File: src/rtl/wpm_pkg.sv
`timescale 1ns / 1ps
// shared types, constants and helpers for the wildcard pattern matcher
// no dependencies; imported by every rtl file of the block
package wpm_pkg;

  // pattern store capacity, one cell per pattern byte
  localparam int PatternMax = 32;

  // wildcard bytes
  localparam logic [7:0] SYM_STAR = 8'h2A;
  localparam logic [7:0] SYM_ANY  = 8'h3F;

  // item operation codes
  typedef enum logic [1:0] {
    OP_CLEAR  = 2'd0,
    OP_APPEND = 2'd1,
    OP_TEXT   = 2'd2,
    OP_END    = 2'd3
  } op_t;

  // input item
  typedef struct packed {
    op_t        operation;
    logic [7:0] symbol;
  } in_t;

  // result item
  typedef struct packed {
    logic matched;
    logic pattern_overflow;
  } out_t;

  // per-transfer control broadcast to every cell
  typedef struct packed {
    logic       clear;
    logic       append;
    logic       restart;
    logic       advance;
    logic [7:0] symbol;
  } cell_ctrl_t;

  // signals handed from one cell to its right neighbor
  typedef struct packed {
    logic valid;  // left cell holds a pattern byte
    logic carry;  // left position is reachable and is a star
    logic step;   // left position consumed the current text byte
  } cell_link_t;

  // ascii upper-casing, other bytes pass unchanged
  function automatic logic [7:0] to_upper(input logic [7:0] c);
    if (c >= 8'h61 && c <= 8'h7A) begin
      return c - 8'h20;
    end
    return c;
  endfunction

endpackage

File: src/rtl/wildcard_pattern_matcher_core.sv
`timescale 1ns / 1ps
// top level of the wildcard pattern matcher: row of pattern cells and result buffer
// depends on wpm_pkg, wpm_cell, wpm_out_buf
//
// Usage:
//   in channel (in_valid/in_ready/in_data) carries one operation per transfer:
//   clear pattern, append pattern byte, text byte, or end of text.
//   out channel (out_valid/out_ready/out_data) carries one result per end of
//   text: matched and pattern_overflow.
//   Each pattern position is a cell; a text byte updates every cell at once,
//   with star closure rippling left to right through the row.
//   Throughput: one input transfer per cycle, for every operation, while the skid register is not full.
//   Result: an end-of-text result is registered in the output register, or in
//   the skid register while the receiver stalls.
//   Appending more than PatternMax bytes drops the byte and sets the overflow
//   flag until the next clear. Appending restarts the current text.
//   Reset: empty pattern, overflow flag clear, only position zero reachable,
//   no result pending.
//   Receiver stall: a result waits in the output register and a second one in
//   a skid register; in_ready drops only while the skid register is full.
module wildcard_pattern_matcher_core
  import wpm_pkg::*;
(
  input  logic clk,
  input  logic rst,
  input  logic in_valid,
  output logic in_ready,
  input  in_t  in_data,
  output logic out_valid,
  input  logic out_ready,
  output out_t out_data
);

  logic       in_fire;
  cell_ctrl_t ctrl;
  cell_link_t cell_link [PatternMax+1];
  logic [PatternMax-1:0] hit;
  logic [PatternMax-1:0] vld_vec;
  logic       act_last;
  logic       hit_last;
  logic       overflow_flag;
  logic       push;
  out_t       res;
  logic       can_push;
  logic       skid_valid;

  assign in_ready = can_push;
  assign in_fire  = in_valid & in_ready;

  // decode the transfer into cell controls
  always_comb begin
    ctrl.clear   = 1'b0;
    ctrl.append  = 1'b0;
    ctrl.restart = 1'b0;
    ctrl.advance = 1'b0;
    ctrl.symbol  = in_data.symbol;
    if (in_fire) begin
      case (in_data.operation)
        OP_CLEAR: begin
          ctrl.clear   = 1'b1;
          ctrl.restart = 1'b1;
        end
        OP_APPEND: begin
          ctrl.append  = 1'b1;
          ctrl.restart = 1'b1;
        end
        OP_TEXT: begin
          ctrl.advance = 1'b1;
        end
        OP_END: begin
          ctrl.restart = 1'b1;
        end
        default: begin
          ctrl.restart = 1'b0;
        end
      endcase
    end
  end

  // left boundary of the row
  assign cell_link[0].valid = 1'b1;
  assign cell_link[0].carry = 1'b0;
  assign cell_link[0].step  = 1'b0;

  // row of pattern cells
  for (genvar i = 0; i < PatternMax; i++) begin : g_cell
    wpm_cell u_cell (
      .clk      (clk),
      .rst      (rst),
      .origin   (i == 0),
      .ctrl     (ctrl),
      .link_in  (cell_link[i]),
      .link_out (cell_link[i+1]),
      .hit      (hit[i])
    );
    assign vld_vec[i] = cell_link[i+1].valid;
  end

  // position past the last cell: reachable only, no byte
  always_ff @(posedge clk) begin
    if (rst || ctrl.restart) begin
      act_last <= 1'b0;
    end else if (ctrl.advance) begin
      act_last <= cell_link[PatternMax].step;
    end
  end

  assign hit_last = (act_last | cell_link[PatternMax].carry) & cell_link[PatternMax].valid;

  // overflow flag
  always_ff @(posedge clk) begin
    if (rst || ctrl.clear) begin
      overflow_flag <= 1'b0;
    end else if (ctrl.append && cell_link[PatternMax].valid) begin
      overflow_flag <= 1'b1;
    end
  end

  // result at end of text
  assign push                 = in_fire && (in_data.operation == OP_END);
  assign res.matched          = (|hit) | hit_last;
  assign res.pattern_overflow = overflow_flag;

  wpm_out_buf u_out_buf (
    .clk        (clk),
    .rst        (rst),
    .push       (push),
    .push_data  (res),
    .can_push   (can_push),
    .out_valid  (out_valid),
    .out_ready  (out_ready),
    .out_data   (out_data),
    .skid_valid (skid_valid)
  );

`ifndef NO_ASSERTIONS
  // occupied cells always form a prefix of the row
  a_valid_prefix: assert property (@(posedge clk) disable iff (rst)
    (vld_vec[PatternMax-1:1] & ~vld_vec[PatternMax-2:0]) == '0)
    else $error("pattern cells not contiguous");

  // overflow only rises on an append to a full store
  a_overflow_full: assert property (@(posedge clk) disable iff (rst)
    $rose(overflow_flag) |-> $past(cell_link[PatternMax].valid) && $past(ctrl.append))
    else $error("overflow set without full store");

  // an append to a non-full store adds exactly one byte
  a_append_grows: assert property (@(posedge clk) disable iff (rst)
    ctrl.append && !cell_link[PatternMax].valid
    |=> $countones(vld_vec) == $past($countones(vld_vec)) + 1)
    else $error("append did not grow pattern by one");

  // skid entry is only occupied behind a stalled output
  a_skid_behind_out: assert property (@(posedge clk) disable iff (rst)
    skid_valid |-> out_valid)
    else $error("skid holds result without output valid");
`endif

endmodule

File: src/rtl/wpm_cell.sv
`timescale 1ns / 1ps
// one pattern position: stored byte, occupancy flag and reachability flag
// depends on wpm_pkg
module wpm_cell
  import wpm_pkg::*;
(
  input  logic       clk,
  input  logic       rst,
  input  logic       origin,    // high for position zero only
  input  cell_ctrl_t ctrl,
  input  cell_link_t link_in,
  output cell_link_t link_out,
  output logic       hit        // this position is the pattern end and is reachable
);

  logic [7:0] pat;
  logic       valid;
  logic       act;

  logic closed;
  logic end_here;
  logic is_star;
  logic sym_ok;

  // reachability closed over a star on the left
  assign closed   = act | link_in.carry;
  assign end_here = link_in.valid & ~valid;
  assign hit      = closed & end_here;

  // byte compare against the text byte
  assign is_star = (pat == SYM_STAR);
  assign sym_ok  = (pat == SYM_ANY) || (to_upper(pat) == to_upper(ctrl.symbol));

  // hand-off to the right neighbor
  assign link_out.valid = valid;
  assign link_out.carry = closed & valid & is_star;
  assign link_out.step  = closed & valid & ~is_star & sym_ok;

  // pattern byte, written when this is the first free position
  always_ff @(posedge clk) begin
    if (ctrl.append && end_here) begin
      pat <= ctrl.symbol;
    end
  end

  // occupancy
  always_ff @(posedge clk) begin
    if (rst || ctrl.clear) begin
      valid <= 1'b0;
    end else if (ctrl.append && end_here) begin
      valid <= 1'b1;
    end
  end

  // reachability before star closure
  always_ff @(posedge clk) begin
    if (rst || ctrl.restart) begin
      act <= origin;
    end else if (ctrl.advance) begin
      act <= (closed & valid & is_star) | link_in.step;
    end
  end

endmodule

File: src/rtl/wpm_out_buf.sv
`timescale 1ns / 1ps
// two-entry result buffer: output register plus skid register
// depends on wpm_pkg
module wpm_out_buf
  import wpm_pkg::*;
(
  input  logic clk,
  input  logic rst,
  input  logic push,
  input  out_t push_data,
  output logic can_push,
  output logic out_valid,
  input  logic out_ready,
  output out_t out_data,
  output logic skid_valid
);

  out_t skid_data;
  logic drain;

  assign can_push = ~skid_valid;
  assign drain    = ~out_valid | out_ready;

  // output register, refilled from skid first
  always_ff @(posedge clk) begin
    if (rst) begin
      out_valid <= 1'b0;
    end else if (drain) begin
      out_valid <= skid_valid | push;
    end
  end

  always_ff @(posedge clk) begin
    if (drain) begin
      out_data <= skid_valid ? skid_data : push_data;
    end
  end

  // skid register catches a result while the receiver stalls
  always_ff @(posedge clk) begin
    if (rst) begin
      skid_valid <= 1'b0;
    end else if (drain) begin
      skid_valid <= 1'b0;
    end else if (push) begin
      skid_valid <= 1'b1;
    end
  end

  always_ff @(posedge clk) begin
    if (!drain && push) begin
      skid_data <= push_data;
    end
  end

endmodule
File: config.mk
export PLATFORM = sky130hd
export DESIGN_NAME = wildcard_pattern_matcher_core
export DESIGN_NICKNAME = d
export VERILOG_FILES = /design/src/rtl/wpm_pkg.sv /design/src/rtl/wildcard_pattern_matcher_core.sv /design/src/rtl/wpm_cell.sv /design/src/rtl/wpm_out_buf.sv
export SDC_FILE = /design/constraint.sdc
export NUM_CORES = 1
export LEC_CHECK = 0
export BUFFER_PORTS_ARGS = -buffer_cell sky130_fd_sc_hd__buf_4
export CORE_MARGIN = 5
export CORE_UTILIZATION = 50
export DETAILED_ROUTE_END_ITERATION = 12
export HOLD_SLACK_MARGIN = 0.1
export MAX_ROUTING_LAYER = met4
export PLACE_DENSITY = 0.67
export SLEW_MARGIN = 20
export SYNTH_ARGS = -nofsm -noshare
export SYNTH_HDL_FRONTEND = slang
export SYNTH_SLANG_ARGS = --single-unit
File: constraint.sdc
create_clock -name clk -period 8.6 [get_ports clk]
set_input_delay 1.29 -clock clk [delete_from_list [all_inputs] [get_ports clk]]
set_output_delay 1.29 -clock clk [all_outputs]
set_load 0.01 [all_outputs]
After elaboration in Yosys (flattened, before gate mapping)

Cells that the tools add are included.

Register bits: 328
Latch bits: 0
RAM bits: 0
Memory bits (read-only): 0
Bits of input ports: 14
Memories kept: 0

$add $sub $neg: 33
Multiply operators: 0
Div/mod/pow operators: 0
$lt $le $gt $ge: 66
Equality and inequality tests: 99
Shift operators: 0
Mux-type cells: 105
Bitwise logic cells: 325
Reductions and logical operators: 107

Operator list:

| cell                  | number |
|---|---|
| $mux W8               | 66 |
| $eq A8 B6 Y1 const B  | 64 |
| $ge A8 B7 Y1 const B  | 33 |
| $le A8 B7 Y1 const B  | 33 |
| $sub A8 B6 Y8 const B | 33 |
| $eq A8 B8 Y1          | 32 |
| $and A1 B1 Y1         | 193 |
| $logic_and A1 B1 Y1   | 68 |
| $not A1 Y1            | 66 |
| $or A1 B1 Y1          | 66 |
| $mux W1               | 37 |
| $logic_or A1 B1 Y1    | 34 |
| $reduce_or A32 Y1     | 1 |
| $eq A2 B2 Y1 const B  | 2 |
| $mux W4               | 1 |
| $reduce_or A3 Y1      | 1 |
| $eq A2 B1 Y1 const B  | 1 |
| $logic_not A2 Y1      | 1 |
| $mux W2               | 1 |
| $reduce_or A2 Y1      | 1 |
| $logic_not A1 Y1      | 1 |

Longest topological paths before layout

Depth after elaboration: 99
Mapped depth: 13

Cells and area by module

Synthesis repeated with hierarchy kept, for this count alone.

Cells, all modules: 2412
Area, all modules: 24501.0 µm²

By module, submodules not included:

| module                        | times used | cells each | area an instance (µm²) | seq. area each (µm²) |
|---|---|---|---|---|
| wpm_cell                      | 32         | 74         | 752.0                  | 290.3 |
| wpm_out_buf                   | 1          | 15         | 221.5                  | 160.2 |
| wildcard_pattern_matcher_core | 1          | 29         | 216.5                  | 40.0 |

Least setup slack after synthesis

No wires, ideal clock.

Path type: in2reg
Start point: in in_data[3] (netlist name)
End point: reg g_cell[1].u_cell.act
Arrival time: 3.526 ns
Required time: 8.530 ns
Path slack: 5.004 ns
Stages on the path: 10
Path buffers: 3
Path through: clkbuf_1 clkbuf_1 buf_1 xnor2_1 nand3_1 nor3_1 nand4_1 a2111oi_0 o21ai_0 a21oi_1

Word-level cells in the longest chain between the ends: 8
Elaborated cells on any way between the ends: 11
Those cells by class: 1 x add/sub; 2 x order compare; 1 x eq/ne; 3 x mux; 2 x bitwise; 2 x reduce/logical

Ends and longest elaborated chain:

| element                                             | line                                | RTL |
|---|---|---|
| start: declaration                                  | wildcard_pattern_matcher_core.sv:28 | `input in_t in_data,` |
| $ge A8 B7 Y1 / $le A8 B7 Y1 (equally long branches) | wpm_pkg.sv:51                       | `if (c >= 8'h61 && c <= 8'h7A) begin` |
| $logic_and A1 B1 Y1                                 | wpm_pkg.sv:51                       |  |
| $mux W1                                             | wpm_pkg.sv:51                       |  |
| $mux W8 (*)                                         | wpm_pkg.sv:54                       | `return c;` |
| $eq A8 B8 Y1 (*)                                    | wpm_cell.sv:32                      | `assign sym_ok = (pat == SYM_ANY) \|\| (to_upper(pat) == to_upper(ctrl.symbol));` |
| $logic_or A1 B1 Y1 (*)                              | wpm_cell.sv:32                      |  |
| $and A1 B1 Y1 (*)                                   | wpm_cell.sv:37                      | `assign link_out.step = closed & valid & ~is_star & sym_ok;` |
| $or A1 B1 Y1 (*)                                    | wpm_cell.sv:60                      | `act <= (closed & valid & is_star) \| link_in.step;` |
| end signal: assignment                              | wpm_cell.sv:58                      | `act <= origin;` |
| end signal: assignment                              | wpm_cell.sv:60                      |  |
| end: declaration                                    | wpm_cell.sv:18                      | `logic act;` |

Mark *: on every way between the ends. The rest lies on a longest branch, timed or not. The select of a mux whose other input is x is not followed.
A chain may end at the register's enable or synchronous reset.

Final worst setup path

Start point: in in_data[0] (netlist name)
End point: reg g_cell[19].u_cell.act

Word-level cells in the longest chain between the ends: 8
Elaborated cells on any way between the ends: 11
Those cells by class: 1 x add/sub; 2 x order compare; 1 x eq/ne; 3 x mux; 2 x bitwise; 2 x reduce/logical

Ends and longest elaborated chain:

| element                                             | line |
|---|---|
| $ge A8 B7 Y1 / $le A8 B7 Y1 (equally long branches) | wpm_pkg.sv:51 |
| $logic_and A1 B1 Y1                                 | wpm_pkg.sv:51 |
| $mux W1                                             | wpm_pkg.sv:51 |
| $mux W8 (*)                                         | wpm_pkg.sv:54 |
| $eq A8 B8 Y1 (*)                                    | wpm_cell.sv:32 |
| $logic_or A1 B1 Y1 (*)                              | wpm_cell.sv:32 |
| $and A1 B1 Y1 (*)                                   | wpm_cell.sv:37 |
| $or A1 B1 Y1 (*)                                    | wpm_cell.sv:60 |
| end signal: assignment                              | wpm_cell.sv:58 |
| end signal: assignment                              | wpm_cell.sv:60 |
| end: declaration                                    | wpm_cell.sv:18 |

Marked as above.

==> results.toml <==
[status]
outcome = "finished clean"

[floorplan]
die_y_um = 205.8
rows = 71
die_area_mm2 = 0.04236
start_util_pct = 50.78
io_pins = 18
die_x_um = 205.8
coreArea_mm2 = 0.03776

[place]
portBuffers = 17
place_area_mm2 = 0.01986
globalplace.congestion = 0.8895
dpl.hpwl_mm = 33.58

[finish]
fin_area_mm2 = 0.02117
mostFrequentLayoutCell = "edfxtp_1"
drive_gt1_share_pct = 7.688
final_cell_mix = "260 x edfxtp_1, 177 x nor2_1, 151 x inv_1"
nets = 1981
synthToLayoutAreaGrowth_pct = 10.42

[pwr]
peakVddDrop_mv = 0.1570
switching_share_pct = 22.42
p_clk_share_pct = 46.0
combPwrFrac_pct = 5.6
p_leak_nw = 7.299
power_frac_seq_pct = 48.4
p_per_area_mw_per_mm2 = 169.3
p_int_mw = 2.781
p_sw_mw = 0.8037
total_power_mw = 3.584

[logic_synthesis]
synth_cells = 1922
avgSynthCellArea_um2 = 9.975
synth_top_family_by_area = "simple AND/OR/NAND/NOR gates"
ys_ff_latch = 328
async_flop_share_pct = 0
syn_nets = 1969
synth-seq-area-share_pct = 47.82
synth_mux_area_share_pct = 0.05874
yosys.area_share.simple_pct = 18.70
netlist_area_mm2 = 0.01917
synthXorXnorAreaFrac_pct = 11.69
synth-edff-count = 260
synth-compound-area-share_pct = 15.28
ys.flop_type = "edfxtp_1"
synthAdderAreaFrac_pct = 2.154
yosys_warnings = 0
synthDistinctLibCells = 93

[setup_path]
end_kind = "flip-flop"
start_kind = "primary input"
worst_ep_arrival_time_ns = 4.71
path_class = "primary input to flip-flop"
required_ns = 9.07
path_max_fanout = 33

[global_routing]
grt_pass1_vias = 14630
grt_usage_pct = 24.55
antenna_found_initial = 1
grt_max_degree = 45
grt-ovfl-total = 0
grt_first_pass_wirelength_mm = 80.32

[sta]
period_needed_ns = 4.234
post-route-period-util_pct = 49.23
fmax_mhz = 236.2
hold_violations = 0
rsz0062_at_grt = "false"
fin_skew_ns = 0.01446
timing.slew.headroom_pct = 24.16
worst_pin_slew_ns = 1.136
setup_tns_ns = 0
slew_viol_final = 0
setup_viol = 0

[route]
dr.pass1.iters = 5
drt-vias-per-instance = 6.014
vias = 14890
initialDrtViolationCount = 1272
ant_nets = 0
drc_errors = 0
wl_mm = 50.37
wl_per_cell_um = 20.34

[hold_path]
min_path_type = "flip-flop to flip-flop"

[cts]
cts_sinks = 328
cts_tree = "done"
postCtsSetupRepairBufs = 0
root_buffer = "clkbuf_16"
post_cts_resized = 0
clk_pin_slew_ns = 0.06
htree_levels = 2
clockBufferDepth = 3
hold_buffers = 0
cts_made_buffers = 38
clock_latency_ns = 0.55

[flow_run]
drv_cap = 0
power by group through the flow:
stage / clock, mW / combinational [mW] / sequential (mW)
after CTS: 1.67 / 0.203 / 1.73
final: 1.65 / 0.202 / 1.73
after floorplan: 0 / 0.125 / 1.76
after global routing: 1.75 / 0.219 / 1.73
after detailed placement: 0 / 0.202 / 1.77
after global placement: 0 / 0.198 / 1.77
metrics by stage:
step           setup slack [ns]  util (%)  hold WS, ns  cells
2_1_floorplan             5.004         -       0.4270   1922
3_3_place_gp              3.942     52.57       0.4763   2405
3_5_place_dp              3.841     52.59       0.4840   2405
4_1_cts                   4.400     56.01       0.4961   2475
5_1_grt                   4.145     56.07       0.5230   2476
6_report                  4.366     56.07       0.4954   2476
critical path, stage by stage:
cell	delay, ns
buf_4	0.43
nor3_1	0.15
a221oi_2	0.49
nand2b_2	0.57
buf_4	0.52
xnor2_1	0.14
nor4_1	0.34
o21ai_0	0.19
a211oi_2	0.22
o21ai_0	0.10
a21oi_1	0.22
synthesized netlist by cell type, types with 9 or more instances:
cell type / instances / area (um2)
a31oi_1: 21 / 131.4
o2bb2ai_1: 9 / 78.83
a211oi_1: 14 / 105.1
clkbuf_1: 38 / 142.6
nand2b_1: 23 / 143.9
xnor2_1: 125 / 1095
dfxtp_1: 68 / 1361
a21o_1: 12 / 90.09
nor4_1: 31 / 193.9
edfxtp_1: 260 / 7807
nand3b_1: 14 / 105.1
xor2_1: 131 / 1147
nor4b_1: 11 / 96.34
nand3_1: 75 / 375.4
o31ai_1: 53 / 397.9
and3_1: 18 / 112.6
nor2b_1: 19 / 118.9
nand4b_1: 9 / 78.83
inv_1: 151 / 566.8
or3_1: 23 / 143.9
a41oi_1: 15 / 131.4
buf_2: 9 / 45.04
ha_1: 33 / 412.9
nand2_1: 103 / 386.6
nand4_1: 24 / 150.1
o32ai_1: 14 / 122.6
nor3_1: 82 / 410.4
o21ai_0: 85 / 425.4
nor2_1: 178 / 668.1
a21oi_1: 90 / 450.4
sequential cells by signal, summed over array words and instances (netlist names):
| signal | cells |
|---|---|
| g_cell.u_cell.valid | 32 |
| g_cell.u_cell.pat | 256 |
| act_last | 1 |
| u_out_buf.skid_valid | 1 |
| overflow_flag | 1 |
| u_out_buf.skid_data | 2 |
| u_out_buf.out_valid | 1 |
| g_cell.u_cell.act | 32 |
| u_out_buf.out_data | 2 |
cell type report:
cell class / instances / area, um2
sequential: 328 / 9169
multi-input combinational: 1384 / 9269
tap: 511 / 639.4
timing repair buffer: 31 / 232.7
clock inverter: 18 / 142.6
inverter: 151 / 566.8
clock buffer: 52 / 1149
antenna: 1 / 2.502
fill: 3180 / 16580
routing by layer:
layer  global-route usage (%)  vias up  part of all wire [%]
li1                         -     7139                     -
met1                    32.36     7256                    44
met2                    39.73      408                    47
met3                    3.656       88                   5.8
met4                    7.272        0                   2.6
met5                        -        -                     0
final timing paths:
check	startpoint	to	slack [ns]	cells after the start
worst max-delay path	in_data[0]	g_cell[19].u_cell.act	4.37	11
worst min-delay path	g_cell[1].u_cell.act	g_cell[1].u_cell.act	0.50	2
worst max register to register	g_cell[8].u_cell.pat[2]	u_out_buf.out_data[1]	4.59	9
worst min register to register	g_cell[1].u_cell.act	g_cell[1].u_cell.act	0.50	2
kinds of logic (layout without fill, tap and decap cells):
family	Yosys count	after routing
and+or+nand+nor	675	675
AOI/OAI and AO/OA	419	419
DFF	328	328
xor gates and xnor gates	256	256
buffers and inverters	210	252
adders and majority gates	33	33
muxes	1	1
other	0	1
No activity file was read; power rests on OpenSTA's default activity.
